[config.mk]
export PLATFORM = sky130hd
export DESIGN_NAME = crc32_frame_receive_checker_core
export DESIGN_NICKNAME = d
export VERILOG_FILES = /design/src/sv/crc32frc_pkg.sv /design/src/sv/crc32_frame_receive_checker_core.sv /design/src/sv/crc32frc_front.sv /design/src/sv/crc32frc_fifo.sv /design/src/sv/crc32frc_back.sv
export VERILOG_INCLUDE_DIRS = /design/src /design/src/sv
export SDC_FILE = /design/constraint.sdc
export NUM_CORES = 2
export LEC_CHECK = 0
export BUFFER_PORTS_ARGS = -buffer_cell sky130_fd_sc_hd__clkbuf_2
export CAP_MARGIN = 25
export CORE_MARGIN = 4
export CORE_UTILIZATION = 30
export DETAILED_ROUTE_END_ITERATION = 6
export PLACE_DENSITY = 0.54
export SLEW_MARGIN = 40
export SYNTH_ARGS = -nofsm -noshare
export SYNTH_HDL_FRONTEND = slang
export SYNTH_SLANG_ARGS = --single-unit
[constraint.sdc]
create_clock -name clk -period 9.2 [get_ports clk]
set_input_delay 0.92 -clock clk [delete_from_list [all_inputs] [get_ports clk]]
set_output_delay 0.92 -clock clk [all_outputs]
set_load 0.05 [all_outputs]
[src/sv/crc32_frame_receive_checker_core_defines.svh]
// Assertion macros shared by the frame receive checker RTL.
`ifndef CRC32_FRAME_RECEIVE_CHECKER_CORE_DEFINES_SVH
`define CRC32_FRAME_RECEIVE_CHECKER_CORE_DEFINES_SVH

// The expression must hold at every clock edge outside reset.
`define CRC32FRC_ASSERT_ALWAYS(name, clk, rst_n, expr, msg) \
    name: assert property (@(posedge clk) disable iff (!rst_n) (expr)) \
        else $error(msg);

// When the condition holds, the expression must hold in the following cycle.
`define CRC32FRC_ASSERT_NEXT(name, clk, rst_n, cond, expr, msg) \
    name: assert property (@(posedge clk) disable iff (!rst_n) (cond) |=> (expr)) \
        else $error(msg);

`endif

[src/sv/crc32frc_pkg.sv]
// Types, constants and CRC functions shared by the frame receive checker.
`timescale 1ns / 1ps

package crc32frc_pkg;

    localparam int unsigned MAX_FRAME_BYTES  = 65535;
    localparam int unsigned POS_W            = $clog2(MAX_FRAME_BYTES + 2);
    localparam int unsigned OVERHEAD_BYTES   = 10;
    localparam int unsigned RESPONSE_OFFSET  = 10;
    localparam int unsigned RESPONSE_BIT     = 7;
    localparam int unsigned SEQ_LO_OFFSET    = 2;
    localparam int unsigned SEQ_HI_OFFSET    = 3;
    localparam int unsigned CRC_START_OFFSET = 2;
    localparam int unsigned DELAY_DEPTH      = 4;
    localparam int unsigned CRC_FEED_OFFSET  = CRC_START_OFFSET + DELAY_DEPTH;

    localparam int unsigned FIFO_DEPTH = 4;
    localparam int unsigned FIFO_PTR_W = $clog2(FIFO_DEPTH);
    localparam int unsigned FIFO_CNT_W = $clog2(FIFO_DEPTH + 1);

    localparam int unsigned CFG_INDEX_W = 3;

    localparam logic [31:0] CRC_POLY_DEFAULT = 32'h04C1_1DB7;
    localparam logic [31:0] CRC_INIT_DEFAULT = 32'hFFFF_FFFF;
    localparam logic [31:0] CRC_XOR_DEFAULT  = 32'hFFFF_FFFF;

    typedef enum logic [CFG_INDEX_W-1:0] {
        CFG_CHECK_ENABLE = 3'd0,
        CFG_POLYNOMIAL   = 3'd1,
        CFG_INITIAL      = 3'd2,
        CFG_FINAL_XOR    = 3'd3,
        CFG_REFLECT      = 3'd4
    } cfg_index_e;

    typedef enum logic [1:0] {
        STATUS_OK        = 2'd0,
        STATUS_SHORT     = 2'd1,
        STATUS_CRC_ERROR = 2'd2,
        STATUS_LONG      = 2'd3
    } frame_status_e;

    typedef enum logic [1:0] {
        LEN_VALID = 2'd0,
        LEN_SHORT = 2'd1,
        LEN_LONG  = 2'd2
    } len_class_e;

    typedef struct packed {
        logic [7:0] rx_byte;
        logic       end_of_frame;
    } rx_beat_t;

    typedef struct packed {
        frame_status_e frame_status;
        logic [15:0]   sequence_number;
        logic          response_frame;
        logic [15:0]   payload_length;
        logic [31:0]   frames_total;
        logic [31:0]   crc_error_total;
        logic [31:0]   lost_frames_total;
    } res_beat_t;

    typedef struct packed {
        logic        check_enable;
        logic [31:0] polynomial;
        logic [31:0] init_value;
        logic [31:0] final_xor;
        logic        refl;
    } cfg_t;

    typedef struct packed {
        len_class_e  len_class;
        logic [15:0] seq;
        logic        resp;
        logic [15:0] plen;
        logic [31:0] crc;
        logic [31:0] rx_crc;
    } frame_entry_t;

    function automatic logic [31:0] reflect32(input logic [31:0] v);
        logic [31:0] r;
        for (int i = 0; i < 32; i++)
        begin
            r[i] = v[31-i];
        end
        return r;
    endfunction

    function automatic logic [31:0] crc_feed_byte(input logic [31:0] crc,
                                                  input logic [7:0]  b,
                                                  input logic [31:0] poly,
                                                  input logic        refl);
        logic [31:0] r;
        logic [31:0] rp;
        rp = reflect32(poly);
        if (refl)
        begin
            r = crc ^ {24'd0, b};
            for (int i = 0; i < 8; i++)
            begin
                r = r[0] ? ((r >> 1) ^ rp) : (r >> 1);
            end
        end
        else
        begin
            r = crc ^ {b, 24'd0};
            for (int i = 0; i < 8; i++)
            begin
                r = r[31] ? ((r << 1) ^ poly) : (r << 1);
            end
        end
        return r;
    endfunction

endpackage

[src/sv/crc32_frame_receive_checker_core.sv]
// Top level of the CRC-32 frame receive checker with sequence loss counting.
// Throughput: one byte beat per cycle while the summary queue is not full; a frame
// summary waits in a four-entry queue while the result register is stalled.
// A frame's summary is queued with its last byte, and its result beat is registered on pop.
// The byte-wide CRC update in the front end sets the clock period.
// Reset clears the position, queue, counters and result valid, and loads the
// configuration registers with their defaults; no clearing pass is needed.
`timescale 1ns / 1ps

module crc32_frame_receive_checker_core (
    input  logic                                    clk,
    input  logic                                    rst_n,
    input  logic                                    rx_valid,
    output logic                                    rx_stall,
    input  crc32frc_pkg::rx_beat_t                  rx_beat,
    output logic                                    res_valid,
    input  logic                                    res_stall,
    output crc32frc_pkg::res_beat_t                 res_beat,
    input  logic                                    cfg_valid,
    output logic                                    cfg_ready,
    input  logic [crc32frc_pkg::CFG_INDEX_W-1:0]    cfg_index,
    input  logic [31:0]                             cfg_data
);

    crc32frc_pkg::cfg_t         cfg_reg;
    crc32frc_pkg::cfg_t         cfg_next;
    logic                       q_push;
    logic                       q_pop;
    logic                       q_full;
    logic                       q_empty;
    crc32frc_pkg::frame_entry_t push_entry;
    crc32frc_pkg::frame_entry_t head_entry;

    always_comb
    begin
        cfg_ready = 1'b1;
        cfg_next  = cfg_reg;
        if (cfg_valid)
        begin
            case (cfg_index)
                crc32frc_pkg::CFG_CHECK_ENABLE: cfg_next.check_enable = cfg_data[0];
                crc32frc_pkg::CFG_POLYNOMIAL:   cfg_next.polynomial   = cfg_data;
                crc32frc_pkg::CFG_INITIAL:      cfg_next.init_value   = cfg_data;
                crc32frc_pkg::CFG_FINAL_XOR:    cfg_next.final_xor    = cfg_data;
                crc32frc_pkg::CFG_REFLECT:      cfg_next.refl         = cfg_data[0];
                default:                        cfg_next              = cfg_reg;
            endcase
        end
    end

    always_ff @(posedge clk or negedge rst_n)
    begin
        if (!rst_n)
        begin
            cfg_reg.check_enable <= 1'b1;
            cfg_reg.polynomial   <= crc32frc_pkg::CRC_POLY_DEFAULT;
            cfg_reg.init_value   <= crc32frc_pkg::CRC_INIT_DEFAULT;
            cfg_reg.final_xor    <= crc32frc_pkg::CRC_XOR_DEFAULT;
            cfg_reg.refl         <= 1'b0;
        end
        else
        begin
            cfg_reg <= cfg_next;
        end
    end

    crc32frc_front u_front (
        .clk      (clk),
        .rst_n    (rst_n),
        .rx_valid (rx_valid),
        .rx_stall (rx_stall),
        .rx_beat  (rx_beat),
        .cfg      (cfg_reg),
        .q_full   (q_full),
        .q_push   (q_push),
        .q_entry  (push_entry)
    );

    crc32frc_fifo u_fifo (
        .clk        (clk),
        .rst_n      (rst_n),
        .push       (q_push),
        .push_entry (push_entry),
        .full       (q_full),
        .pop        (q_pop),
        .empty      (q_empty),
        .head_entry (head_entry)
    );

    crc32frc_back u_back (
        .clk       (clk),
        .rst_n     (rst_n),
        .cfg       (cfg_reg),
        .q_empty   (q_empty),
        .q_entry   (head_entry),
        .q_pop     (q_pop),
        .res_valid (res_valid),
        .res_stall (res_stall),
        .res_beat  (res_beat)
    );

endmodule

[src/sv/crc32frc_front.sv]
// Front end: tracks frame position, runs the CRC and delay line, queues a summary per frame.
`timescale 1ns / 1ps
`include "crc32_frame_receive_checker_core_defines.svh"

module crc32frc_front (
    input  logic                        clk,
    input  logic                        rst_n,
    input  logic                        rx_valid,
    output logic                        rx_stall,
    input  crc32frc_pkg::rx_beat_t      rx_beat,
    input  crc32frc_pkg::cfg_t          cfg,
    input  logic                        q_full,
    output logic                        q_push,
    output crc32frc_pkg::frame_entry_t  q_entry
);

    localparam int unsigned POS_W = crc32frc_pkg::POS_W;
    localparam int unsigned DD    = crc32frc_pkg::DELAY_DEPTH;

    logic [POS_W-1:0] pos_reg;
    logic [POS_W-1:0] pos_next;
    logic [31:0]      crc_reg;
    logic [31:0]      crc_next;
    logic [7:0]       delay_reg [DD];
    logic [7:0]       delay_next [DD];
    logic [15:0]      seq_reg;
    logic [15:0]      seq_next;
    logic             resp_reg;
    logic             resp_next;

    logic             accept;
    logic             first;
    logic [31:0]      crc_cur;
    logic [7:0]       delay_cur [DD];
    logic [POS_W-1:0] len;
    logic             in_window;

    always_comb
    begin
        accept   = rx_valid && !q_full;
        rx_stall = q_full;
        first    = (pos_reg == '0);

        if (first)
        begin
            crc_cur   = cfg.refl ? crc32frc_pkg::reflect32(cfg.init_value) : cfg.init_value;
            delay_cur = '{default: '0};
            seq_next  = '0;
            resp_next = 1'b0;
        end
        else
        begin
            crc_cur   = crc_reg;
            delay_cur = delay_reg;
            seq_next  = seq_reg;
            resp_next = resp_reg;
        end

        if (pos_reg == POS_W'(crc32frc_pkg::SEQ_LO_OFFSET))
        begin
            seq_next[7:0] = rx_beat.rx_byte;
        end
        else if (pos_reg == POS_W'(crc32frc_pkg::SEQ_HI_OFFSET))
        begin
            seq_next[15:8] = rx_beat.rx_byte;
        end
        if (pos_reg == POS_W'(crc32frc_pkg::RESPONSE_OFFSET))
        begin
            resp_next = rx_beat.rx_byte[crc32frc_pkg::RESPONSE_BIT];
        end

        in_window = (pos_reg >= POS_W'(crc32frc_pkg::CRC_START_OFFSET))
                 && (pos_reg <= POS_W'(crc32frc_pkg::MAX_FRAME_BYTES));
        crc_next   = crc_cur;
        delay_next = delay_cur;
        if (in_window)
        begin
            if (pos_reg >= POS_W'(crc32frc_pkg::CRC_FEED_OFFSET))
            begin
                crc_next = crc32frc_pkg::crc_feed_byte(crc_cur, delay_cur[0],
                                                       cfg.polynomial, cfg.refl);
            end
            for (int i = 0; i < DD - 1; i++)
            begin
                delay_next[i] = delay_cur[i+1];
            end
            delay_next[DD-1] = rx_beat.rx_byte;
        end

        if (pos_reg <= POS_W'(crc32frc_pkg::MAX_FRAME_BYTES))
        begin
            len = pos_reg + POS_W'(1);
        end
        else
        begin
            len = pos_reg;
        end
        pos_next = rx_beat.end_of_frame ? '0 : len;

        q_push = accept && rx_beat.end_of_frame;
        if (len < POS_W'(crc32frc_pkg::OVERHEAD_BYTES))
        begin
            q_entry.len_class = crc32frc_pkg::LEN_SHORT;
        end
        else if (len > POS_W'(crc32frc_pkg::MAX_FRAME_BYTES))
        begin
            q_entry.len_class = crc32frc_pkg::LEN_LONG;
        end
        else
        begin
            q_entry.len_class = crc32frc_pkg::LEN_VALID;
        end
        q_entry.seq  = seq_next;
        q_entry.resp = resp_next;
        q_entry.plen = 16'(len - POS_W'(crc32frc_pkg::OVERHEAD_BYTES));
        q_entry.crc  = crc_next;
        for (int i = 0; i < DD; i++)
        begin
            q_entry.rx_crc[8*i +: 8] = delay_next[i];
        end
    end

    always_ff @(posedge clk or negedge rst_n)
    begin
        if (!rst_n)
        begin
            pos_reg <= '0;
        end
        else if (accept)
        begin
            pos_reg <= pos_next;
        end
    end

    always_ff @(posedge clk)
    begin
        if (accept)
        begin
            crc_reg   <= crc_next;
            delay_reg <= delay_next;
            seq_reg   <= seq_next;
            resp_reg  <= resp_next;
        end
    end

    `CRC32FRC_ASSERT_NEXT(a_pos_clears_after_last, clk, rst_n,
        rx_valid && !rx_stall && rx_beat.end_of_frame, pos_reg == '0,
        "Frame position did not return to zero after the last beat.")

endmodule

[src/sv/crc32frc_fifo.sv]
// Short queue of frame summaries between the front end and the back end.
`timescale 1ns / 1ps
`include "crc32_frame_receive_checker_core_defines.svh"

module crc32frc_fifo (
    input  logic                        clk,
    input  logic                        rst_n,
    input  logic                        push,
    input  crc32frc_pkg::frame_entry_t  push_entry,
    output logic                        full,
    input  logic                        pop,
    output logic                        empty,
    output crc32frc_pkg::frame_entry_t  head_entry
);

    localparam int unsigned DEPTH = crc32frc_pkg::FIFO_DEPTH;
    localparam int unsigned PTR_W = crc32frc_pkg::FIFO_PTR_W;
    localparam int unsigned CNT_W = crc32frc_pkg::FIFO_CNT_W;

    crc32frc_pkg::frame_entry_t slot_reg [DEPTH];
    logic [PTR_W-1:0] wr_ptr_reg;
    logic [PTR_W-1:0] wr_ptr_next;
    logic [PTR_W-1:0] rd_ptr_reg;
    logic [PTR_W-1:0] rd_ptr_next;
    logic [CNT_W-1:0] count_reg;
    logic [CNT_W-1:0] count_next;

    always_comb
    begin
        full       = (count_reg == CNT_W'(DEPTH));
        empty      = (count_reg == '0);
        head_entry = slot_reg[rd_ptr_reg];

        wr_ptr_next = wr_ptr_reg;
        rd_ptr_next = rd_ptr_reg;
        count_next  = count_reg;
        if (push)
        begin
            wr_ptr_next = (wr_ptr_reg == PTR_W'(DEPTH - 1)) ? '0 : wr_ptr_reg + PTR_W'(1);
        end
        if (pop)
        begin
            rd_ptr_next = (rd_ptr_reg == PTR_W'(DEPTH - 1)) ? '0 : rd_ptr_reg + PTR_W'(1);
        end
        if (push && !pop)
        begin
            count_next = count_reg + CNT_W'(1);
        end
        else if (pop && !push)
        begin
            count_next = count_reg - CNT_W'(1);
        end
    end

    always_ff @(posedge clk or negedge rst_n)
    begin
        if (!rst_n)
        begin
            wr_ptr_reg <= '0;
            rd_ptr_reg <= '0;
            count_reg  <= '0;
        end
        else
        begin
            wr_ptr_reg <= wr_ptr_next;
            rd_ptr_reg <= rd_ptr_next;
            count_reg  <= count_next;
        end
    end

    always_ff @(posedge clk)
    begin
        if (push)
        begin
            slot_reg[wr_ptr_reg] <= push_entry;
        end
    end

    `CRC32FRC_ASSERT_ALWAYS(a_no_overflow, clk, rst_n, !(push && full),
        "Frame summary pushed into a full queue.")
    `CRC32FRC_ASSERT_ALWAYS(a_no_underflow, clk, rst_n, !(pop && empty),
        "Frame summary popped from an empty queue.")

endmodule

[src/sv/crc32frc_back.sv]
// Back end: checks the CRC, updates the frame counters and holds the result beat.
`timescale 1ns / 1ps
`include "crc32_frame_receive_checker_core_defines.svh"

module crc32frc_back (
    input  logic                        clk,
    input  logic                        rst_n,
    input  crc32frc_pkg::cfg_t          cfg,
    input  logic                        q_empty,
    input  crc32frc_pkg::frame_entry_t  q_entry,
    output logic                        q_pop,
    output logic                        res_valid,
    input  logic                        res_stall,
    output crc32frc_pkg::res_beat_t     res_beat
);

    logic                        res_valid_reg;
    crc32frc_pkg::res_beat_t     res_beat_reg;
    crc32frc_pkg::res_beat_t     res_beat_next;
    logic [31:0]                 frames_reg;
    logic [31:0]                 frames_next;
    logic [31:0]                 errors_reg;
    logic [31:0]                 errors_next;
    logic [31:0]                 lost_reg;
    logic [31:0]                 lost_next;
    logic [15:0]                 prev_seq_reg;
    logic [15:0]                 prev_seq_next;

    logic                        crc_bad;
    logic [15:0]                 gap;
    crc32frc_pkg::frame_status_e status;
    logic [15:0]                 plen;

    always_comb
    begin
        q_pop = !q_empty && (!res_valid_reg || !res_stall);

        crc_bad = cfg.check_enable && ((q_entry.crc ^ cfg.final_xor) != q_entry.rx_crc);
        gap     = 16'(q_entry.seq - prev_seq_reg - 16'd1);

        frames_next   = frames_reg;
        errors_next   = errors_reg;
        lost_next     = lost_reg;
        prev_seq_next = prev_seq_reg;
        plen          = '0;
        case (q_entry.len_class)
            crc32frc_pkg::LEN_SHORT:
            begin
                status = crc32frc_pkg::STATUS_SHORT;
            end
            crc32frc_pkg::LEN_LONG:
            begin
                status = crc32frc_pkg::STATUS_LONG;
            end
            crc32frc_pkg::LEN_VALID:
            begin
                frames_next = frames_reg + 32'd1;
                if (crc_bad)
                begin
                    status      = crc32frc_pkg::STATUS_CRC_ERROR;
                    errors_next = errors_reg + 32'd1;
                end
                else
                begin
                    status = crc32frc_pkg::STATUS_OK;
                    plen   = q_entry.plen;
                    if (!q_entry.resp)
                    begin
                        if (q_entry.seq != prev_seq_reg)
                        begin
                            lost_next = lost_reg + {16'd0, gap};
                        end
                        prev_seq_next = q_entry.seq;
                    end
                end
            end
            default:
            begin
                status = crc32frc_pkg::STATUS_SHORT;
            end
        endcase

        res_beat_next.frame_status      = status;
        res_beat_next.sequence_number   = q_entry.seq;
        res_beat_next.response_frame    = q_entry.resp;
        res_beat_next.payload_length    = plen;
        res_beat_next.frames_total      = frames_next;
        res_beat_next.crc_error_total   = errors_next;
        res_beat_next.lost_frames_total = lost_next;

        res_valid = res_valid_reg;
        res_beat  = res_beat_reg;
    end

    always_ff @(posedge clk or negedge rst_n)
    begin
        if (!rst_n)
        begin
            res_valid_reg <= 1'b0;
            frames_reg    <= '0;
            errors_reg    <= '0;
            lost_reg      <= '0;
            prev_seq_reg  <= '0;
        end
        else
        begin
            if (q_pop)
            begin
                res_valid_reg <= 1'b1;
                frames_reg    <= frames_next;
                errors_reg    <= errors_next;
                lost_reg      <= lost_next;
                prev_seq_reg  <= prev_seq_next;
            end
            else if (!res_stall)
            begin
                res_valid_reg <= 1'b0;
            end
        end
    end

    always_ff @(posedge clk)
    begin
        if (q_pop)
        begin
            res_beat_reg <= res_beat_next;
        end
    end

    `CRC32FRC_ASSERT_NEXT(a_valid_frame_counted, clk, rst_n,
        q_pop && q_entry.len_class == crc32frc_pkg::LEN_VALID,
        frames_reg == $past(frames_reg) + 32'd1,
        "Frame of valid length was not counted exactly once.")
    `CRC32FRC_ASSERT_NEXT(a_bad_length_not_counted, clk, rst_n,
        q_pop && q_entry.len_class != crc32frc_pkg::LEN_VALID,
        $stable(frames_reg) && $stable(errors_reg) && $stable(lost_reg),
        "Frame of bad length changed a counter.")

endmodule
# ---- Word level (Yosys, flattened, before mapping)
# Memories as Yosys holds them, arrays and structs flattened.
# Index checks and enable logic that the tools add are counted.
dict set report totals {
  register_bits 447
  latch_bits 0
  mem_bits_rw 396
  mem_bits_ro 0
  in_bits 49
  out_inout_bits 134
  mem_count 1
}
# memory words word_bits read_ports rd_ports_with_merged_regs wr line
set mem_list {}
lappend mem_list {u_fifo.slot_reg 4 99 1 0 1 crc32frc_fifo.sv:20} ;# crc32frc_pkg::frame_entry_t slot_reg [DEPTH];
dict set report op_classes {
  addsub 11
  n_mul 0
  div 0
  magnitude_cmp 5
  eq_ne 14
  shift 0
  muxes 50
  n_bitwise 22
  n_reduce_logical 26
}
# op count
set op_table {}
lappend op_table {{$mux W32} 30}
lappend op_table {{$xor A32 B32 Y32} 10}
lappend op_table {{$xor A31 B32 Y32} 8}
lappend op_table {{$add A32 B1 Y32 const B} 2}
lappend op_table {{$eq A17 B2 Y1 const B} 2}
lappend op_table {{$mux W17} 2}
lappend op_table {{$add A32 B16 Y32} 1}
lappend op_table {{$ne A32 B32 Y1} 1}
lappend op_table {{$xor A32 B8 Y32} 1}
lappend op_table {{$mux W8} 3}
lappend op_table {{$add A17 B1 Y17 const B} 1}
lappend op_table {{$eq A17 B4 Y1 const B} 1}
lappend op_table {{$ge A17 B2 Y1 const B} 1}
lappend op_table {{$ge A17 B3 Y1 const B} 1}
lappend op_table {{$gt A17 B16 Y1 const B} 1}
lappend op_table {{$le A17 B16 Y1 const B} 1}
lappend op_table {{$logic_not A17 Y1} 1}
lappend op_table {{$lt A17 B4 Y1 const B} 1}
lappend op_table {{$mux W16} 1}
lappend op_table {{$ne A16 B16 Y1} 1}
lappend op_table {{$sub A16 B1 Y16 const B} 1}
lappend op_table {{$sub A16 B16 Y16} 1}
lappend op_table {{$sub A16 B4 Y16 const B} 1}
lappend op_table {{$mux W2} 5}
lappend op_table {{21 further kinds} 50}

# ---- Longest topological paths before layout
dict set report logic_depth {
  word_depth 22
  mapped_depth 29
}

# ---- By module
# Synthesis repeated with hierarchy kept, for this count alone.
dict set report hier_totals {
  hier_cells 3871
  hier_area_um2 46211.8
}
# module n_inst cells_per_inst area_each_um2
set by_module_without_submodules {}
lappend by_module_without_submodules {crc32frc_front 1 2012 14737.9}
lappend by_module_without_submodules {crc32frc_fifo 1 554 14706.6}
lappend by_module_without_submodules {crc32frc_back 1 1091 12638.4}
lappend by_module_without_submodules {crc32_frame_receive_checker_core 1 214 4129.0}

# ---- Least setup slack after synthesis
# No wires, ideal clock.
dict set report synth_timing {
  path_type {flip-flop to flip-flop}
  start {register u_fifo.rd_ptr_reg[0]}
  end {register u_back.res_beat_reg, in the netlist u_back.res_beat[31], data pin}
  t_arrival_ns 6.526
  t_required_ns 8.934
  path_slack_ns 2.408
  stages_incl_launch_ff 30
  path_buffers 6
  path_cell_list {dfrtp_1 > buf_2 > buf_2 > buf_2 > buf_2 > buf_1 > mux4_2 > ha_1 > a21o_1 > a21oi_1 > o21bai_1 > a21oi_1 > o21bai_1 > a21oi_1 > o21bai_1 > a21oi_1 > o21bai_1 > a21oi_1 > o21bai_1 > a21oi_1 > o21bai_1 > a21oi_1 > xnor2_1 > ha_1 > and3_1 > a221o_1 > nand2_1 > buf_1 > nor3_1 > xor2_1}
}
# element line
set synth_rtl {}
lappend synth_rtl {{start, declared} crc32frc_fifo.sv:23} ;# logic [PTR_W-1:0] rd_ptr_reg;
lappend synth_rtl {{start signal, assigned} crc32frc_fifo.sv:66} ;# rd_ptr_reg <= rd_ptr_next;
lappend synth_rtl {{end signal, assigned} crc32frc_back.sv:126} ;# res_beat_reg <= res_beat_next;
lappend synth_rtl {{end, declared} crc32frc_back.sv:18} ;# crc32frc_pkg::res_beat_t res_beat_reg;

==> PnR_summary.wiki <==
{| class="wikitable"
! Metric !! Value
|-
| Result of the run || completed
|-
| Max frequency || between 150 and 200 MHz
|-
| Class of the tightest hold or removal check || in2async
|-
| Cells after Synth || between 3000 and 4000
|-
| CTS Root Cell || clkbuf_16
|-
| GRT overflow || 0
|-
| CP Data Arrival Time || 6.97 ns
|-
| Slew @ Worst Pin || a little under 0.9 ns
|-
| Router iterations before antenna repair || 6
|-
| Critical path type || reg2reg
|-
| Most used routing layer || met2
|-
| Total number of clock tree sinks || roughly 840
|-
| Antenna violations before repair || 4
|-
| Placed cell count || between 5000 and 6000
|-
| Share of layout cells above drive strength 1 || 0.194
|-
| CP Max Fanout || 32
|-
| Total Wirelength || around 130 mm
|-
| Chip Width || roughly 400 um
|-
| Post-synth EDFFs || about 610
|-
| TritonCTS Buffers || 95
|-
| H-tree depth reported by CTS || 3
|-
| Dominant delay contributor by cell family on the critical path || compound AO/OA/AOI/OAI gates
|-
| RD Place Congestion || approximately 0.84
|-
| Initial standard-cell utilization of the core || 0.303
|-
| Clock input transition at the sequential cells of the worst setup and hold paths || ~0.070 ns
|-
| Ports placed on the boundary || about 180
|-
| Total Negative Setup Slacks || 0 ns
|-
| Vias in the first global route || 28382
|-
| Largest net degree at the start of global routing || 128
|-
| Simple-gate portion of the synthesized area || 0.121
|-
| Final period utilization || 0.712
|-
| Slowest cell on crit path || or2_2
|-
| Final period demand of the worst path || about 6.6 ns
|-
| Largest family of logic cells by synthesized area || XOR/XNOR gates
|-
| # DRC || 0
|-
| Critical path capture point type || flop
|-
| Die Y-Extent || around 400 um
|-
| Max FFs per register || slightly below 400
|-
| Utilization after layout || 0.346
|-
| Quantity of gates resized following cts || 0
|-
| Fin Clk Skew || between 0.07 and 0.08 ns
|-
| Core Area || about 150000 sq um
|-
| Die Outline Area || between 150000 and 200000 sq um
|-
| Mux cell area share after synthesis || 0.0878
|-
| Count of input and output buffers || approximately 180
|-
| Final Max Tran Viols || 0
|-
| Mean instance size in the synthesized netlist || 12.0 sq um
|-
| Reg2Reg Launch Point || u_front.pos_reg[1]$_DFFE_PN0P_
|-
| Number of buffers on the longest clock path || 3
|-
| Number of routed nets with antenna violations || 0
|-
| Number of violations of the max-capacitance limit || 0
|-
| Worst Setup Start Kind || flop
|-
| Post-synthesis instance area || roughly 45000 sq um
|-
| Clock latency on the worst-skew pair || 0.74 ns
|-
| Number of placement rows || ~140
|-
| Global-route track usage on met1 || 0.223
|-
| Via count || between 20000 and 30000
|-
| Met2 track demand over resource in global routing || 0.256
|-
| Vias per cell || approximately 4.9
|-
| P&R area growth vs syn || 14.0%
|-
| Critical path origin || u_front.pos_reg[1]$_DFFE_PN0P_
|-
| Synthesized-area fraction occupied by ao, oa, aoi and oai cells || 0.0537
|-
| Average wire per standard cell || 21.8 um
|-
| Final count of hold timing violations || 0
|-
| CTS tree || built
|-
| Net count of the finished layout || a little under 4000
|-
| Final Instance Count excl. Fillers || roughly 6000
|-
| Number of setup buffers added after CTS || 0
|-
| WP data required || about 9.6 ns
|-
| Worst-path cell chain || inv_1, ha_1, or3b_1, a211oi_2, nand3_1, a31o_2, and3_1, or2_1, buf_4, a22oi_1, or2_2, o22ai_1, a221oi_4, xor2_2, buf_4, a21oi_1, a211o_1, nor4b_1, a211o_1
|-
| Worst-case headroom to the max-slew limit || 0.409
|-
| Hold_buf cts || 0
|-
| Final setup violating endpoints || 0
|-
| Met3 capacity usage during global routing || 0.0315
|-
| Initial detailed-routing violation count || 2558
|-
| Net count of the mapped netlist || between 3000 and 4000
|-
| Delay of the slowest cell on the worst path || 0.61 ns
|-
| Overall routing resource usage || 0.162
|-
| Top FF cell, synth || edfxtp_1
|-
| Unrepaired setup endpoints after global routing || no
|-
| Synthesized-area fraction occupied by adder cells || 0.0144
|-
| Count of warnings emitted by yosys || 0
|-
| Post-DP HPWL || approximately 88 mm
|-
| Area share of xor/xnor cells in the synthesized design || 0.158
|-
| Number of synthesized register bits || approximately 840
|-
| Number of distinct library cells after synthesis || about 100
|-
| Share of synthesized area occupied by flip-flops and latches || 0.538
|-
| Wire length of the first global-routing pass || around 190 mm
|-
| FFs w/ async S/R, synth || 0.279
|-
| CP Buf/Inv Count || 3
|}
synthesized netlist by cell type (44+ instances only):
master	count	share of area
a21oi_1	79	0.0088
clkbuf_1	135	0.011
dfrtp_1	156	0.087
dfstp_2	79	0.046
edfxtp_1	608	0.41
ha_1	47	0.013
inv_1	56	0.0047
mux2_2	120	0.030
mux4_2	101	0.050
nand2_1	720	0.060
nand3_1	71	0.0079
nor2_1	173	0.014
nor3_1	44	0.0049
o21ai_0	91	0.010
xnor2_1	529	0.10
xor2_1	173	0.034
cell type report:
class                           count  area (sq um)
Antenna cell                        5          12.5
Timing Repair Buffer              244          1510
Fill cell                       14636         97100
Clock buffer                      127          2550
Sequential cell                   843         24200
Multi-Input combinational cell   2620         19700
Clock inverter                     50           603
Inverter                           58           233
Tap cell                         2002          2500
stage by stage:
| stage | hold slack (ns) | setup slack (ns) | cell area, sq um |
|---|---|---|---|
| after floorplan | 0.456 | 2.41 | 45100 |
| after global placement | 0.474 | 2.67 | 48100 |
| after detailed placement | 0.481 | 2.69 | 48200 |
| after CTS | 0.235 | 2.58 | 51300 |
| after global routing | 0.0560 | 2.26 | 51400 |
| final | 0.0707 | 2.65 | 51400 |
cells by family after synthesis:
| logic type | Yosys count |
|---|---|
| fa+ha+maj | 50 |
| xor+xnor | 747 |
| buf+inv | 296 |
| mux | 254 |
| compound gates | 353 |
| other cells | 1 |
| flops | 843 |
| simple gates | 1215 |
placed cells by master (no fill, tap or decap), types with 13 or more instances in the layout:
cell	instances
xnor2_1	526
mux4_2	101
buf_4	50
nor2_1	169
dfstp_2	79
nor2b_1	36
mux2i_1	33
inv_1	55
ha_1	47
o21ai_0	91
a21o_1	18
o21bai_1	18
clkbuf_2	180
nor3_1	42
dfrtp_1	153
a21oi_1	79
xor2_1	171
clkbuf_16	95
xnor3_1	37
nand4_1	31
a221o_1	25
clkinv_1	14
a211oi_1	19
nand3_1	70
clkbuf_1	27
nand2_1	720
mux2_2	120
and3_1	38
and2_1	13
edfxtp_1	608
path summary, 6_finish.rpt:
kind | cells past startpoint | endpoint | slack, ns
worst max-delay path | 19 | u_fifo.slot_reg[1][61]$_DFFE_PP_ | 2.65
worst min-delay path | 1 | cfg_reg[86]$_DFFE_PN0P_ | 0.07
worst max register to register | 19 | u_fifo.slot_reg[1][61]$_DFFE_PP_ | 2.65
worst min register to register | 1 | u_fifo.count_reg[2]$_DFFE_PN0P_ | 0.48
max in group asynchronous | 3 | cfg_reg[71]$_DFFE_PN0P_ | 7.71
min in group clk | 3 | u_back.res_valid$_DFFE_PN0P_ | 0.42
layer usage:
| layer | wire length [um] | vias up |
|---|---|---|
| met2 | 59800 | 916 |
| met1 | 57300 | 14516 |
| li1 | - | 13364 |
| met5 | 20 | - |
| met3 | 8320 | 206 |
| met4 | 4440 | 2 |
worst register-to-register path: cells and delay by family, from the launching register on:
family | cells | cell delay, ns
AOI/OAI and AO/OA | 8 | 2.55
DFF | 1 | 0.47
and+or+nand+nor | 6 | 2.01
adders and majority gates | 1 | 0.18
xor gates and xnor gates | 1 | 0.16
buffers and inverters | 3 | 0.85
Power is left out: the tool's default activity adds up to more than one toggle a clock period on the data nets, which glitch-free logic cannot reach.
